--- src/hw/rtl/tmgd_pkg.sv ---
// ----------------------------------------------------------------------------
// tmgd_pkg: shared types and constants for the trilinear mass grid deposit
// Command format between front and back end, codes and fixed field widths.
// ----------------------------------------------------------------------------
package tmgd_pkg;

  localparam int CELL_W      = 8;
  localparam int FRAC_W      = 16;
  localparam int MASS_W      = 16;
  localparam int VOX_W       = 32;
  localparam int WEIGHT_W    = 17;
  localparam int ADD_W       = 25;
  localparam int G_W         = 58;
  localparam int CFG_AW      = 5;
  localparam int CFG_DW      = 32;
  localparam int IN_DATA_W   = 128;
  localparam int IN_USER_W   = 3;
  localparam int OUT_DATA_W  = 32;
  localparam int OUT_USER_W  = 2;
  localparam int QUEUE_DEPTH = 4;
  localparam int QPTR_W      = 2;

  typedef enum logic [1:0] {
    OP_DEPOSIT = 2'd0,
    OP_READ    = 2'd1,
    OP_CLEAR   = 2'd2,
    OP_NOP     = 2'd3
  } opcode_t;

  typedef enum logic [1:0] {
    ST_OK      = 2'd0,
    ST_HETERO  = 2'd1,
    ST_OUTSIDE = 2'd2,
    ST_SAT     = 2'd3
  } status_t;

  typedef enum logic [1:0] {
    KIND_DEPOSIT,
    KIND_READ,
    KIND_CLEAR,
    KIND_RESULT
  } cmd_kind_t;

  typedef enum logic [2:0] {
    REG_INV_SPACING = 3'd0,
    REG_ORIGIN_X    = 3'd1,
    REG_ORIGIN_Y    = 3'd2,
    REG_ORIGIN_Z    = 3'd3,
    REG_USE_HETATM  = 3'd4
  } reg_index_t;

  typedef enum logic [1:0] {
    BK_CLEAR,
    BK_IDLE,
    BK_ISSUE,
    BK_DRAIN
  } back_state_t;

  typedef struct packed {
    logic [23:0] inv_spacing;
    logic [31:0] origin_x;
    logic [31:0] origin_y;
    logic [31:0] origin_z;
    logic        use_hetatm;
  } cfg_t;

  typedef struct packed {
    cmd_kind_t         kind;
    status_t           status;
    logic [CELL_W-1:0] cx;
    logic [CELL_W-1:0] cy;
    logic [CELL_W-1:0] cz;
    logic [FRAC_W-1:0] fx;
    logic [FRAC_W-1:0] fy;
    logic [FRAC_W-1:0] fz;
    logic [MASS_W-1:0] mass;
  } cmd_t;

endpackage

--- src/hw/rtl/tmgd_queue.sv ---
// ----------------------------------------------------------------------------
// tmgd_queue: command queue between front and back end
// Small register FIFO so that intake and grid updates stall independently.
// ----------------------------------------------------------------------------
module tmgd_queue
  import tmgd_pkg::*;
(
  input  logic clk,
  input  logic rst_n,
  input  logic push_valid,
  input  cmd_t push_cmd,
  output logic push_ready,
  input  logic pop,
  output logic pop_valid,
  output cmd_t pop_cmd
);

  cmd_t              entries_r [QUEUE_DEPTH];
  logic [QPTR_W-1:0] wr_ptr_r, rd_ptr_r;
  logic [QPTR_W:0]   count_r;
  logic              push_fire, pop_fire;

  assign push_ready = count_r != (QPTR_W+1)'(QUEUE_DEPTH);
  assign pop_valid  = count_r != '0;
  assign pop_cmd    = entries_r[rd_ptr_r];
  assign push_fire  = push_valid && push_ready;
  assign pop_fire   = pop && pop_valid;

  always_ff @(posedge clk) begin
    if (!rst_n) begin
      wr_ptr_r <= '0;
      rd_ptr_r <= '0;
      count_r  <= '0;
    end else begin
      if (push_fire) wr_ptr_r <= wr_ptr_r + 1'b1;
      if (pop_fire) rd_ptr_r <= rd_ptr_r + 1'b1;
      if (push_fire && !pop_fire) begin
        count_r <= count_r + 1'b1;
      end else if (pop_fire && !push_fire) begin
        count_r <= count_r - 1'b1;
      end
    end
  end

  always_ff @(posedge clk) begin
    if (push_fire) entries_r[wr_ptr_r] <= push_cmd;
  end

`ifndef SYNTHESIS
  a_count_bound: assert property (@(posedge clk) disable iff (!rst_n)
    count_r <= (QPTR_W+1)'(QUEUE_DEPTH))
    else $error("command queue count beyond depth");
`endif

endmodule

--- config.mk ---
export PLATFORM = sky130hd
export DESIGN_NAME = tmgd_queue
export DESIGN_NICKNAME = d
export VERILOG_FILES = /design/src/hw/rtl/tmgd_pkg.sv /design/src/hw/rtl/tmgd_queue.sv
export SDC_FILE = /design/constraint.sdc
export NUM_CORES = 1
export LEC_CHECK = 0
export BUFFER_PORTS_ARGS = -buffer_cell sky130_fd_sc_hd__buf_2
export CAP_MARGIN = 20
export CORE_MARGIN = 2
export CORE_UTILIZATION = 47
export CTS_CLUSTER_SIZE = 28
export DETAILED_ROUTE_END_ITERATION = 8
export GPL_TIMING_DRIVEN = 0
export PLACE_DENSITY = 0.71
export SYNTH_ARGS = -nofsm -noshare
export SYNTH_HDL_FRONTEND = slang
export SYNTH_SLANG_ARGS = --single-unit
export TNS_END_PERCENT = 5
--- constraint.sdc ---
create_clock -name clk -period 3.4 [get_ports clk]
set_clock_uncertainty 0.15 [all_clocks]
set_input_delay 0.34 -clock clk [delete_from_list [all_inputs] [get_ports clk]]
set_output_delay 0.34 -clock clk [all_outputs]
set_load 0.005 [all_outputs]
==> results of run 1 <==
## state kept, by name, summed over array words and instances (netlist names), named ones only
signal     count
entries_r    368
wr_ptr_r       2
count_r        3
rd_ptr_r       2
## tightest hold or removal path, stage by stage
cell	delay, ps
clkbuf_1	180
nand2_1	110
mux2i_1	60
## layout make-up
cell class | count | share of cell area (%)
multi-input combinational | 127 | 13.5
inverter | 3 | 0.0644
sequential | 377 | 64.3
antenna | 2 | 0.0286
clock inverter | 24 | 1.14
timing repair buffer | 284 | 11.3
buffer | 21 | 0.902
clock buffer | 48 | 6.02
tap | 384 | 2.75
## per-layer routing
layer / global-route usage, % / up-vias / part of all wire, %
met1: 22.4 / 3393 / 41
li1: - / 2927 / -
met4: 4.20 / 0 / 1.8
met5: 0 / - / 0
met2: 30.0 / 223 / 51
met3: 4.40 / 41 / 6.5
## synth_stat cells
master,number,area (µm²)
nor2b_1,1,6.26
xnor2_1,3,26.3
o21ai_0,1,5.00
and2_1,8,50.1
a21boi_0,1,7.51
nand2_1,5,18.8
buf_2,9,45.0
inv_1,3,11.3
dfxtp_1,9,180
fa_1,1,20.0
mux2i_1,3,30.0
buf_6,9,101
clkbuf_1,3,11.3
nor2_1,1,3.75
xor2_1,1,8.76
ha_1,5,62.6
o311ai_1,1,8.76
or3_1,2,12.5
mux4_2,92,2070
edfxtp_1,368,11100
a21boi_2,1,11.3
o31ai_2,1,12.5
## power groups by stage
| stage | logic, mW | registers, mW | clock network, mW |
|---|---|---|---|
| 2_1_floorplan | 1.69 | 5.85 | 0 |
| 4_1_cts | 2.88 | 5.78 | 4.20 |
| 5_1_grt | 3.04 | 5.81 | 4.40 |
| 3_3_place_gp | 2.65 | 5.90 | 0 |
| 6_report | 2.79 | 5.78 | 4.10 |
| 3_5_place_dp | 2.78 | 5.88 | 0 |
## through the flow
| stage | setup WS [ps] | instances | util (%) | setup TNS [ps] |
|---|---|---|---|---|
| after CTS | 401 | 1268 | 60.7 | 0 |
| after global routing | 404 | 1269 | 60.7 | 0 |
| after floorplan | -187 | 528 | - | -51730 |
| final | 541 | 1270 | 60.7 | 0 |
| after detailed placement | 754 | 1104 | 53.2 | 0 |
| after global placement | -1750 | 1100 | 52.7 | -485660 |
## final timing paths
path / end / slack [ps] / cells past startpoint
hold reg to reg: wr_ptr_r[0] / 370 / 2
setup reg to reg: entries_r[2][39] / 810 / 4
setup / recovery: pop_cmd[30] / 540 / 4
hold / removal: wr_ptr_r[0] / 80 / 3
## cell families (layout without fill, tap and decap cells)
group                    after synthesis  in the layout
multiplexers                          95             95
adder cells (fa/ha/maj)                6              6
AND/OR/NAND/NOR                       17             17
AO/OA/AOI/OAI                          5              5
other                                  0              2
buffers and inverters                 24            380
XOR/XNOR                               4              4
flip-flops                           377            377
==> results.cfg, run 1 <==
[status]
status = finished, final reports clean

[route]
via_per_inst = 5.18
drt-pass1-iter-count = 5
wire_per_inst_um = 20.6
drt-initial-drc-count = 550
vias = 6584
wl_mm = 26.2
final_antenna_net_count = 0
drc_errors = 0

[finish]
most-common-layout-cells = 368 x edfxtp_1, 197 x buf_2, 92 x mux4_2, 92 x dlygate4sd3_1, 41 x clkbuf_16
nFillCells = 2019
drive_gt1_share_pct = 41.1
final_nets = 956
final_area_mm2 = 0.0175
multi_input_comb_area_mm2 = 0.00237
layout_commonest_cell = edfxtp_1
final-seq-area_mm2 = 0.0112
syn_to_final_growth_pct = 27.0

[sta]
max_clock_freq_ghz = 0.350
rsz0062_at_grt = false
layout_min_cycle_time_ps = 2860
finalHoldWorstSlack_ps = 79.8
period_share_pct = 84.1
setup_viol = 0
hold_viol = 0
relSlewSlack_pct = 41.4
slew_violations = 0
tightest_slew_ps = 879

[worst_setup_path]
critPathRequiredTime_ps = 2910
crit_top_cell = buf_2
cp_slowest_cell = clkbuf_1
endpoint_kind = primary output
rr_startpoint = count_r[0]
critical-path-top-delay-family = buffers and inverters
critPathMaxFanout = 10
critical_path_class = flop to primary output
worstPathCellList = clkbuf_1 > buf_2 > mux4_2 > buf_2
cp-start-kind = flop
path_buf_inv = 3
cp.arrival_ps = 2370
cpPeakStageDelay_ps = 570

[die]
num_rows = 62
core_area_mm2 = 0.0288
initial_core_util_pct = 47.8
die-area_mm2 = 0.0307
ios = 190
die_h_um = 175
die_w_um = 175

[place]
hpwlAfterDp_mm = 15.8
placed_area_mm2 = 0.0153
portBuffers = 188
place_congestion = 0.738

[global_route]
grt_pass1_vias = 7312
grt_pass1_wl_mm = 40.6
grtUsageTotal_pct = 17.4
grt_max_degree = 54
grt_antenna_before_repair = 2
grt-ovfl-total = 0

[yosys]
synth_top_family_by_area = multiplexers
yosys.cell_types.count = 22
synth-simple-area-share_pct = 0.664
synthCells = 528
synthMuxAreaShare_pct = 15.3
ys_seq_elements = 377
yosysSeqAreaShare_pct = 81.6
yosys_warnings = 0
synth_nets = 630
avgSynthCellArea_um2 = 26.1
synth_fa_ha_area_share_pct = 0.600
synth_compound_area_share_pct = 0.327
synth_area_mm2 = 0.0138
synth_xor_area_share_pct = 0.255

[clock_tree]
h-tree-depth = 2
cts_setup_buffers = 0
path_clk_slew_ps = 60
insertion_delay_ps = 510
cts_buffers = 40
ctsResizeCount = 0
ctsHoldBuffers = 92
cts_buffer_depth = 3
cts_sinks = 377
clock-root-buffer = clkbuf_16
tritoncts = built

[pwr]
clock_power_share_pct = 32.3
pwr-share-comb_pct = 22.1
intPower_mw = 9.56
p_sw_mw = 3.11
p_total_mw = 12.7
ir_worst_vdd_v = 0.000493
pwr-share-seq_pct = 45.6
power_density_mw_per_mm2 = 725
swShare_pct = 24.5
p_leak_nw = 5.95

[worst_hold_path]
min_from = rst_n
hp-class = input port to flop

[job]
drv_cap = 0
Note: power is estimated with default switching activity, not from simulation.
==> inputs of run 2 (changes only) <==
Clock period 3.4 ns to 2.5 ns, I/O delays scaled along.
==> results.cfg, run 2 (synthesis gave the netlist of run 1 again) <==
[status]
status = finished, final reports clean

[global_route]
grt_pass1_vias = 7255
grt_pass1_wl_mm = 40.1
grt_antenna_before_repair = 0
grtUsageTotal_pct = 17.1
grt-ovfl-total = 0
grt_max_degree = 53

[die]
num_rows = 62
die_h_um = 175
die_w_um = 175
core_area_mm2 = 0.0288
die-area_mm2 = 0.0307
initial_core_util_pct = 47.8
ios = 190

[finish]
final_nets = 956
nFillCells = 2002
layout_commonest_cell = edfxtp_1
multi_input_comb_area_mm2 = 0.00237
final-seq-area_mm2 = 0.0112
n_antenna_cell = 0
largest_reg_flops = 368
syn_to_final_growth_pct = 26.5
top_regs = entries_r (368), count_r (3)
most-common-layout-cells = 368 x edfxtp_1, 196 x buf_2, 93 x dlygate4sd3_1
top_register = entries_r
final_area_mm2 = 0.0174
drive_gt1_share_pct = 41.0

[route]
via_per_inst = 5.23
wl_mm = 26.1
drt-initial-drc-count = 469
final_antenna_net_count = 0
drc_errors = 0
vias = 6611
drt-pass1-iter-count = 5
wire_per_inst_um = 20.7

[place]
place_congestion = 0.733
portBuffers = 188
placed_area_mm2 = 0.0153
hpwlAfterDp_mm = 15.7

[clock_tree]
cts_buffer_depth = 3
insertion_delay_ps = 510
path_clk_slew_ps = 60
cts_setup_buffers = 0
cts_buffers = 39
h-tree-depth = 2
tritoncts = built
clock-root-buffer = clkbuf_16
cts_sinks = 377

[worst_setup_path]
cp_slowest_cell = mux4_2
endpoint_kind = primary output
path_buf_inv = 3
critPathMaxFanout = 10
rr_startpoint = count_r[0]
critical-path-top-delay-family = buffers and inverters
worstPathCellList = buf_8 > buf_6 > mux4_2 > buf_2
cpPeakStageDelay_ps = 540
cp.arrival_ps = 1990
cp-start-kind = flop
r2r_end = entries_r[0][8]
reg2regPathDepth = 4
reg2reg_slack_ps = 150
critical_path_class = flop to primary output
critPathRequiredTime_ps = 2100

[worst_hold_path]
hp-class = input port to flop
min_to = wr_ptr_r[0]
whs_path_depth = 3
min_from = push_valid

[sta]
period_share_pct = 95.7
slew_violations = 0
hold_viol = 0
setup_viol = 0
rsz0062_at_grt = false
relSlewSlack_pct = 43.0
tightest_slew_ps = 855
max_clock_freq_ghz = 0.418
layout_min_cycle_time_ps = 2390
finalHoldWorstSlack_ps = 17.8

[pwr]
power_density_mw_per_mm2 = 970
p_leak_nw = 5.92
ir_worst_vdd_v = 0.000767

[job]
drv_cap = 0
## run 2: changes by cell type in the layout (fill, tap and decap cells not counted), moves of 2 or more
cell and delta:
clkinv_1 -2, clkbuf_1 +2, buf_6 -2, dfxtp_2 +2
bufinv_16 -3, buf_8 +2, diode_2 -2, dfxtp_1 -2
## run 2: final cells by class
cell class                      count  area share (%)
Sequential cell                   377            64.5
Multi-Input combinational cell    127            13.6
Timing Repair Buffer              285            11.4
Clock buffer                       51            6.11
Tap cell                          384            2.76
Buffer                             21           0.985
Clock inverter                     17           0.518
Inverter                            3          0.0647
## run 2: report_power, final
part	leakage [nW]	internal, mW	total [mW]	switching (mW)
Combinational	1.91	2.03	3.83	1.80
Sequential	3.45	7.68	7.86	0.181
Clock	0.560	3.00	5.20	2.20
Total	5.92	12.7	16.9	4.19
## run 2: per-layer routing
metal / track usage, % / up-vias / share of wire [%]
met1: 22.0 / 3434 / 41
li1: - / 2925 / -
met4: 4.27 / 0 / 1.7
met5: 0 / - / 0
met2: 29.8 / 212 / 52
met3: 3.83 / 40 / 5.7
## run 2: through the flow
step                utilization [%]  power, mW  setup WS [ps]  TNS (ps)  instances
global route                   60.5       17.6           3.98         0       1265
finish                         60.5       16.9            107         0       1265
detailed placement             53.2       11.8          -46.9     -2980       1104
global placement               52.8       11.6           -911   -325490       1100
floorplan                         -       10.2          -79.4    -29230        528
CTS                            60.4       17.1           10.1         0       1265
## run 2: what timing repair did
action | 4_1_cts | 5_1_grt
setup endpoints to repair | 205 | 183
hold buffers | 93 | 0
hold endpoints to repair | 374 | 0
pin swaps | 1 | 0
resized for setup | 5 | 3
## run 2: worst max path at each step
stage / startpoint / to / depth (start not counted)
2_1_floorplan: count_r[0] / entries_r[0][0] / 3
3_3_place_gp: count_r[0] / entries_r[2][17] / 3
3_5_place_dp: count_r[0] / entries_r[0][17] / 4
4_1_cts: flop / pop_cmd[43] / 4
5_1_grt: count_r[0] / entries_r[0][8] / 4
6_report: flop / pop_cmd[72] / 4
## run 2: worst min-delay path, cell delays in order
cell and delay [ps]:
buf_2 100, a21boi_4 160, mux2i_1 120
